**src/design/msto_pkg.sv**
```systemverilog
// Shared types and constants of the multi-slot timeout timer.
`timescale 1ns / 1ps
package msto_pkg;

  // Field widths of the command and result words.
  localparam int unsigned OP_W    = 2;
  localparam int unsigned SLOT_W  = 4;
  localparam int unsigned MS_W    = 32;
  localparam int unsigned TICKS_W = 29;

  // Largest tick count that a slot can hold.
  localparam logic [TICKS_W-1:0] TICKS_MAX = '1;

  // Command codes.
  localparam logic [OP_W-1:0] OP_TICK   = 2'd0;
  localparam logic [OP_W-1:0] OP_START  = 2'd1;
  localparam logic [OP_W-1:0] OP_CANCEL = 2'd2;

endpackage

```
**src/design/msto_ram.sv**
```systemverilog
// Generic simple dual-port RAM with a registered read port.
`timescale 1ns / 1ps
module msto_ram #(
  parameter int unsigned WIDTH = 29,
  parameter int unsigned DEPTH = 16
) (
  input  logic                                          clk_i,
  input  logic                                          we_i,
  input  logic [((DEPTH > 1) ? $clog2(DEPTH) : 1)-1:0]  waddr_i,
  input  logic [WIDTH-1:0]                              wdata_i,
  input  logic                                          re_i,
  input  logic [((DEPTH > 1) ? $clog2(DEPTH) : 1)-1:0]  raddr_i,
  output logic [WIDTH-1:0]                              rdata_o
);

  logic [WIDTH-1:0] mem_q [DEPTH];
  logic [WIDTH-1:0] rdata_q;

  // Write port.
  always_ff @(posedge clk_i) begin
    if (we_i) begin
      mem_q[waddr_i] <= wdata_i;
    end
  end

  // Read port; the data holds while no read is issued.
  always_ff @(posedge clk_i) begin
    if (re_i) begin
      rdata_q <= mem_q[raddr_i];
    end
  end

  assign rdata_o = rdata_q;

endmodule

```
**src/design/msto_tick_div.sv**
```systemverilog
// Converts a millisecond timeout into whole ticks, rounding up, by reciprocal multiplication.
`timescale 1ns / 1ps
module msto_tick_div import msto_pkg::*; #(
  parameter int unsigned TICK_MS = 10
) (
  input  logic               clk_i,
  input  logic               rst_ni,
  input  logic               start_i,
  input  logic [MS_W-1:0]    dividend_i,
  output logic               done_o,
  output logic [TICKS_W-1:0] ticks_o
);

  localparam int unsigned HalfW  = MS_W / 2;
  localparam int unsigned RecW   = MS_W + 1;
  localparam int unsigned PartW  = HalfW + RecW;
  localparam int unsigned AccW   = MS_W + RecW;
  localparam int unsigned ShiftL = $clog2(TICK_MS);
  // Rounded-up reciprocal; with this shift the product gives the exact quotient.
  localparam longint unsigned RecipFull =
    ((64'd1 << (MS_W + ShiftL)) + 64'(TICK_MS) - 64'd1) / 64'(TICK_MS);
  localparam logic [RecW-1:0] Recip   = RecW'(RecipFull);
  localparam logic [MS_W-1:0] Divisor = MS_W'(TICK_MS);

  typedef enum logic [2:0] {
    ST_IDLE,
    ST_MUL_LO,
    ST_MUL_HI,
    ST_QUOT,
    ST_ROUND
  } state_e;

  state_e             state_q;
  logic [MS_W-1:0]    ms_q;
  logic [AccW-1:0]    acc_q;
  logic [MS_W-1:0]    quot_q;
  logic [TICKS_W-1:0] ticks_q;
  logic               done_q;
  logic [HalfW-1:0]   ms_half;
  logic [PartW-1:0]   part;
  logic [MS_W-1:0]    back;
  logic [MS_W:0]      rounded;
  logic [TICKS_W-1:0] ticks_d;

  // One narrow multiplier serves the low and then the high half of the timeout.
  assign ms_half = (state_q == ST_MUL_LO) ? ms_q[HalfW-1:0] : ms_q[MS_W-1:HalfW];
  assign part    = PartW'(ms_half) * PartW'(Recip);

  // Round up when the quotient leaves a remainder, then saturate to the counter width.
  assign back    = quot_q * Divisor;
  assign rounded = {1'b0, quot_q} + (MS_W + 1)'(back != ms_q);
  assign ticks_d = (rounded > (MS_W + 1)'(TICKS_MAX)) ? TICKS_MAX : rounded[TICKS_W-1:0];

  // Four steps: low partial product, high partial product, quotient, rounding.
  always_ff @(posedge clk_i or negedge rst_ni) begin
    if (!rst_ni) begin
      state_q <= ST_IDLE;
      ms_q    <= '0;
      acc_q   <= '0;
      quot_q  <= '0;
      ticks_q <= '0;
      done_q  <= 1'b0;
    end else begin
      unique case (state_q)
        ST_IDLE: begin
          done_q <= 1'b0;
          if (start_i) begin
            ms_q    <= dividend_i;
            state_q <= ST_MUL_LO;
          end
        end
        ST_MUL_LO: begin
          done_q  <= 1'b0;
          acc_q   <= AccW'(part);
          state_q <= ST_MUL_HI;
        end
        ST_MUL_HI: begin
          done_q  <= 1'b0;
          acc_q   <= acc_q + (AccW'(part) << HalfW);
          state_q <= ST_QUOT;
        end
        ST_QUOT: begin
          done_q  <= 1'b0;
          quot_q  <= MS_W'(acc_q >> (MS_W + ShiftL));
          state_q <= ST_ROUND;
        end
        ST_ROUND: begin
          ticks_q <= ticks_d;
          done_q  <= 1'b1;
          state_q <= ST_IDLE;
        end
        default: begin
          done_q  <= 1'b0;
          state_q <= ST_IDLE;
        end
      endcase
    end
  end

  assign ticks_o = ticks_q;
  assign done_o  = done_q;

endmodule

```
**src/design/multi_slot_timeout_timer_top.sv**
```systemverilog
// Top level of the multi-slot one-shot timeout timer.
// Cancel and unused commands finish in the cycle they are taken; a start holds the
// command channel through the four-step reciprocal tick divider and the slot's count write.
// A tick sweeps the count memory one slot a cycle, pausing while a stalled result word
// blocks a new expiry, and then flushes the last expiry when something expired.
// Reset clears all armed flags and the output; the count memory is not cleared.
`timescale 1ns / 1ps
module multi_slot_timeout_timer_top import msto_pkg::*; #(
  parameter int unsigned NUM_SLOTS = 16,
  parameter int unsigned TICK_MS   = 10
) (
  input  logic              clk_i,
  input  logic              rst_ni,
  input  logic              in_valid_i,
  output logic              in_stall_o,
  input  logic [OP_W-1:0]   opcode_i,
  input  logic [SLOT_W-1:0] slot_id_i,
  input  logic [MS_W-1:0]   timeout_ms_i,
  output logic              out_valid_o,
  input  logic              out_stall_i,
  output logic [SLOT_W-1:0] expired_slot_o,
  output logic              last_expiry_o
);

  localparam int unsigned IdxW = (NUM_SLOTS > 1) ? $clog2(NUM_SLOTS) : 1;
  localparam int unsigned CmpW = 8;
  localparam logic [IdxW-1:0] LastIdx = IdxW'(NUM_SLOTS - 1);

  typedef enum logic [1:0] {
    ST_IDLE,
    ST_DIV,
    ST_SWEEP,
    ST_FLUSH
  } state_e;

  state_e              state_q;
  logic [NUM_SLOTS-1:0] armed_q;
  logic [IdxW-1:0]     cur_q;
  logic [IdxW-1:0]     slot_q;
  logic                pend_v_q;
  logic [SLOT_W-1:0]   pend_slot_q;
  logic                out_valid_q;
  logic [SLOT_W-1:0]   out_slot_q;
  logic                out_last_q;

  logic                in_accept;
  logic                slot_ok;
  logic [IdxW-1:0]     slot_idx;
  logic                div_start;
  logic                div_done;
  logic [TICKS_W-1:0]  div_ticks;
  logic                out_free;
  logic                expire;
  logic                sweep_hold;
  logic                ram_we;
  logic [IdxW-1:0]     ram_waddr;
  logic [TICKS_W-1:0]  ram_wdata;
  logic                ram_re;
  logic [IdxW-1:0]     ram_raddr;
  logic [TICKS_W-1:0]  ram_rdata;

  // Command decode.
  assign in_stall_o = (state_q != ST_IDLE);
  assign in_accept  = in_valid_i && (state_q == ST_IDLE);
  assign slot_ok    = (CmpW'(slot_id_i) < CmpW'(NUM_SLOTS));
  assign slot_idx   = IdxW'(slot_id_i);
  assign div_start  = in_accept && (opcode_i == OP_START) && slot_ok;

  // Sweep decisions on the current slot, whose count the RAM read port holds.
  assign out_free   = !out_valid_q || !out_stall_i;
  assign expire     = armed_q[cur_q] && (ram_rdata <= TICKS_W'(1));
  assign sweep_hold = expire && pend_v_q && !out_free;

  msto_tick_div #(
    .TICK_MS (TICK_MS)
  ) u_div (
    .clk_i      (clk_i),
    .rst_ni     (rst_ni),
    .start_i    (div_start),
    .dividend_i (timeout_ms_i),
    .done_o     (div_done),
    .ticks_o    (div_ticks)
  );

  // Count memory control: write the slot's count on divider completion, decrement during the sweep.
  always_comb begin
    ram_we    = 1'b0;
    ram_waddr = cur_q;
    ram_wdata = ram_rdata - TICKS_W'(1);
    ram_re    = 1'b0;
    ram_raddr = cur_q + IdxW'(1);
    unique case (state_q)
      ST_IDLE: begin
        ram_re    = in_accept && (opcode_i == OP_TICK);
        ram_raddr = '0;
      end
      ST_DIV: begin
        ram_we    = div_done;
        ram_waddr = slot_q;
        ram_wdata = div_ticks;
      end
      ST_SWEEP: begin
        ram_we = !sweep_hold && armed_q[cur_q] && !expire;
        ram_re = !sweep_hold && (cur_q != LastIdx);
      end
      ST_FLUSH: begin
      end
      default: begin
      end
    endcase
  end

  msto_ram #(
    .WIDTH (TICKS_W),
    .DEPTH (NUM_SLOTS)
  ) u_ticks_ram (
    .clk_i   (clk_i),
    .we_i    (ram_we),
    .waddr_i (ram_waddr),
    .wdata_i (ram_wdata),
    .re_i    (ram_re),
    .raddr_i (ram_raddr),
    .rdata_o (ram_rdata)
  );

  // Sequencer, armed flags and the result word register.
  always_ff @(posedge clk_i or negedge rst_ni) begin
    if (!rst_ni) begin
      state_q     <= ST_IDLE;
      armed_q     <= '0;
      cur_q       <= '0;
      slot_q      <= '0;
      pend_v_q    <= 1'b0;
      pend_slot_q <= '0;
      out_valid_q <= 1'b0;
      out_slot_q  <= '0;
      out_last_q  <= 1'b0;
    end else begin
      if (out_valid_q && !out_stall_i) begin
        out_valid_q <= 1'b0;
      end
      unique case (state_q)
        ST_IDLE: begin
          if (in_accept) begin
            unique case (opcode_i)
              OP_TICK: begin
                cur_q   <= '0;
                state_q <= ST_SWEEP;
              end
              OP_START: begin
                if (slot_ok) begin
                  slot_q  <= slot_idx;
                  state_q <= ST_DIV;
                end
              end
              OP_CANCEL: begin
                if (slot_ok) begin
                  armed_q[slot_idx] <= 1'b0;
                end
              end
              default: begin
              end
            endcase
          end
        end
        ST_DIV: begin
          if (div_done) begin
            armed_q[slot_q] <= 1'b1;
            state_q         <= ST_IDLE;
          end
        end
        ST_SWEEP: begin
          if (!sweep_hold) begin
            // An expiry is held back one step so the last one of a tick can be marked.
            if (expire) begin
              armed_q[cur_q] <= 1'b0;
              pend_slot_q    <= SLOT_W'(cur_q);
              pend_v_q       <= 1'b1;
              if (pend_v_q) begin
                out_valid_q <= 1'b1;
                out_slot_q  <= pend_slot_q;
                out_last_q  <= 1'b0;
              end
            end
            if (cur_q == LastIdx) begin
              state_q <= (pend_v_q || expire) ? ST_FLUSH : ST_IDLE;
            end else begin
              cur_q <= cur_q + IdxW'(1);
            end
          end
        end
        ST_FLUSH: begin
          if (out_free) begin
            out_valid_q <= 1'b1;
            out_slot_q  <= pend_slot_q;
            out_last_q  <= 1'b1;
            pend_v_q    <= 1'b0;
            state_q     <= ST_IDLE;
          end
        end
        default: begin
          state_q <= ST_IDLE;
        end
      endcase
    end
  end

  assign out_valid_o    = out_valid_q;
  assign expired_slot_o = out_slot_q;
  assign last_expiry_o  = out_last_q;

endmodule

```
**config.mk**
```make
export PLATFORM = sky130hd
export DESIGN_NAME = multi_slot_timeout_timer_top
export DESIGN_NICKNAME = d
export VERILOG_FILES = /design/src/design/msto_pkg.sv /design/src/design/msto_ram.sv /design/src/design/msto_tick_div.sv /design/src/design/multi_slot_timeout_timer_top.sv
export SDC_FILE = /design/constraint.sdc
export NUM_CORES = 2
export LEC_CHECK = 0
export ABC_AREA = 1
export CORE_ASPECT_RATIO = 1.1
export CORE_MARGIN = 4
export CORE_UTILIZATION = 59
export DETAILED_ROUTE_END_ITERATION = 10
export DONT_BUFFER_PORTS = 1
export GPL_TIMING_DRIVEN = 0
export HOLD_SLACK_MARGIN = 0.05
export PLACE_DENSITY = 0.79
export SLEW_MARGIN = 0
export SYNTH_ARGS = -nofsm -noshare
export SYNTH_HDL_FRONTEND = slang
export SYNTH_SLANG_ARGS = --single-unit
```
**constraint.sdc**
```tcl
create_clock -name clk_i -period 7.6 [get_ports clk_i]
set_clock_uncertainty 0.15 [all_clocks]
set_input_delay 1.52 -clock clk_i [delete_from_list [all_inputs] [get_ports clk_i]]
set_output_delay 1.52 -clock clk_i [all_outputs]
set_load 0.05 [all_outputs]
```
==> results.json <==
{
  "maxSlewHeadroom_pct": 6.15,
  "reg2reg_depth": 38,
  "final_area_sq_um": 47800,
  "cts_buffer_depth": 3,
  "reg2reg_to": "u_div.acc_q[62]",
  "violations": "setup timing",
  "htreeDepth": 3,
  "final_common_cell": "nand2_1",
  "synth_edf_count": 493,
  "ant_nets": 0,
  "worstSetupEndpoint": "u_div.acc_q[62]",
  "synth_top_area_share_pct": 36.7,
  "remaining_drc_errors": 0,
  "synth_area_leaders": "edfxtp_1 (37%), dfrtp_1 (11%), ha_1 (7.6%)",
  "avgViaCountPerCell": 6.39,
  "critPathSlowestCell": "fa_2",
  "cts_buffers": 69,
  "worst_pin_slew_ns": 1.40,
  "crit_path_start": "u_div.state_q[2]",
  "finalHoldViolCount": 0,
  "maxSlewViolCount": 0,
  "cp-start-kind": "register",
  "cp_slowest_stage_delay_ns": 0.58,
  "cp-end-kind": "register",
  "ys_seq_elements": 672,
  "grt_antenna_before_repair": 1,
  "clock_latency_ns": 0.63,
  "fin_crit_sh_pct": 104,
  "layout-drive-gt1-share_pct": 17.1,
  "dp_slack_ns": -1.69,
  "syn_area_sq_um": 40300,
  "grt_pass1_vias": 33300,
  "syn_area_per_cell_sq_um": 9.43,
  "drt_iter0_markers": 3999,
  "cts_hold_buf": 0,
  "io_buffers": 0,
  "dp_hpwl_um": 91000,
  "hold_class": "register to register",
  "routabilityCongestion": 0.981,
  "cp_common_cell": "nand2_1",
  "die_area_sq_um": 72600,
  "place_area_sq_um": 42300,
  "ys.flop_type": "edfxtp_1",
  "r2r_slack_ns": -0.27,
  "period_needed_ns": 7.87,
  "max_cap_viol_count": 0,
  "core_area_sq_um": 67700,
  "cts.sinks": 672,
  "yosysUniqueCellTypes": 71,
  "vias": 35100,
  "start_util_pct": 59.6,
  "rsz0062_at_grt": "yes",
  "grt_overflow": 0,
  "yosysSeqAreaShare_pct": 47.8,
  "postSynth.asyncResetShare_pct": 26.6,
  "cts_tree": "built",
  "grt_max_degree": 180,
  "track_usage_pct": 33.1,
  "fin_util_pct": 70.6,
  "cts_root_buffer": "clkbuf_16",
  "worst-endpoint-arrival_ns": 8.19,
  "timing.final.ws_setup_ns": -0.272,
  "r2r_start": "u_div.state_q[2]",
  "area_growth_pct": 18.4,
  "io-pin-count": 49,
  "fmax_mhz": 127,
  "outcome": "finished with violations",
  "yosysTopAreaCell": "edfxtp_1",
  "clk_pin_slew_ns": 0.06,
  "critPathKind": "register to register",
  "setup_violations": 23,
  "fp-row-count": 100,
  "drt_pre_antenna_iters": 9,
  "critPathRequiredTime_ns": 7.92,
  "ys_warn_count": 0,
  "wire_per_inst_um": 23.7,
  "grt_pass1_wl_um": 186000,
  "mostFrequentLayoutCells": "nand2_1 (717), edfxtp_1 (493), inv_1 (420)",
  "syn-num-nets": 4647,
  "synth_cells": 4277,
  "die_w_um": 257,
  "drt-total-wl_um": 130000,
  "fin_nets": 4883,
  "crit_path_max_fanout": 10,
  "dieHeight_um": 282
}
-- kinds of logic (layout without fill, tap and decap cells) --
group           count (synthesis)  count (layout)  synth area share [%]
simple gates                 1644            1644                  17.4
fa+ha+maj                     328             328                  11.7
mux                           132             132                  3.33
other cells                     0               1                     0
compound gates                770             770                  11.3
flops                         672             672                  47.8
xor+xnor                      113             113                  2.45
buf+inv                       618             910                  6.00
-- final cells by class --
type | instances | area (sq um)
Multi-Input combinational cell | 2987 | 20900
Fill cell | 4514 | 19900
Sequential cell | 672 | 19300
Clock buffer | 86 | 1870
Inverter | 465 | 1760
Timing Repair Buffer | 165 | 1580
Tap cell | 918 | 1150
Buffer | 153 | 742
Clock inverter | 41 | 452
Antenna cell | 1 | 2.50
-- cell usage after synthesis, drive strengths merged (43+ instances only) --
cell type and number:
o221ai 101, nand2 810, dfrtp 179, ha 244, o21ai 362, clkbuf 110, mux2i 114, nand3 234
buf 43, nor2 345, nor3 171, fa 84, inv 464, edfxtp 493, xor2 81, a21oi 178
-- metrics by stage --
stage / hold WS (ns) / TNS (ns) / cells
after detailed placement: 0.313 / -41.39 / 5261
after floorplan: 0.292 / 0 / 4277
after global routing: 0.341 / -7.98 / 5487
after CTS: 0.327 / -0.0629 / 5425
after global placement: 0.308 / -44.09 / 5195
final: 0.321 / -2.95 / 5488
-- worst min path at each step --
stage / startpoint / end / cells after the start
after floorplan: armed_q[11] / armed_q[11] / 2
after global placement: armed_q[11] / armed_q[11] / 2
after detailed placement: armed_q[14] / armed_q[14] / 2
after CTS: armed_q[14] / armed_q[14] / 2
after global routing: armed_q[11] / armed_q[11] / 2
final: armed_q[14] / armed_q[14] / 2
-- per-layer routing --
metal	track usage [%]	up-vias	part of all wire, %
li1	-	15400	-
met1	38.1	16500	34
met2	58.1	2446	48
met3	5.55	770	9.2
met4	20.5	2	8.7
met5	0	-	0.0061
-- sequential cells by signal (all words and copies together) (netlist names), 2 cells and up --
register,cells
armed_q,16
u_ticks_ram.rdata_o,29
u_div.quot_q,29
pend_slot_q,4
u_div.ticks_o,29
cur_q,4
slot_q,4
expired_slot_o,4
u_ticks_ram.mem_q,464
u_div.acc_q,48
u_div.state_q,3
u_div.ms_q,32
state_q,2
-- worst max-delay path, delay by kind of cell, from the launching register on --
kind	cells	cell delay (ns)
AO/OA/AOI/OAI	1	0.08
adder cells (fa/ha/maj)	8	3.37
buffers and inverters	10	1.05
flip-flops	1	0.41
AND/OR/NAND/NOR	19	2.66
-- what timing repair did --
item,in CTS,in global routing
gates resized for setup,235,338
buffers inserted,36,62
pin swaps,57,128
gates cloned,1,0
setup endpoints to repair,37,33
Power is left out: the tool's default activity adds up to more than one toggle a clock period on the data nets, which glitch-free logic cannot reach.
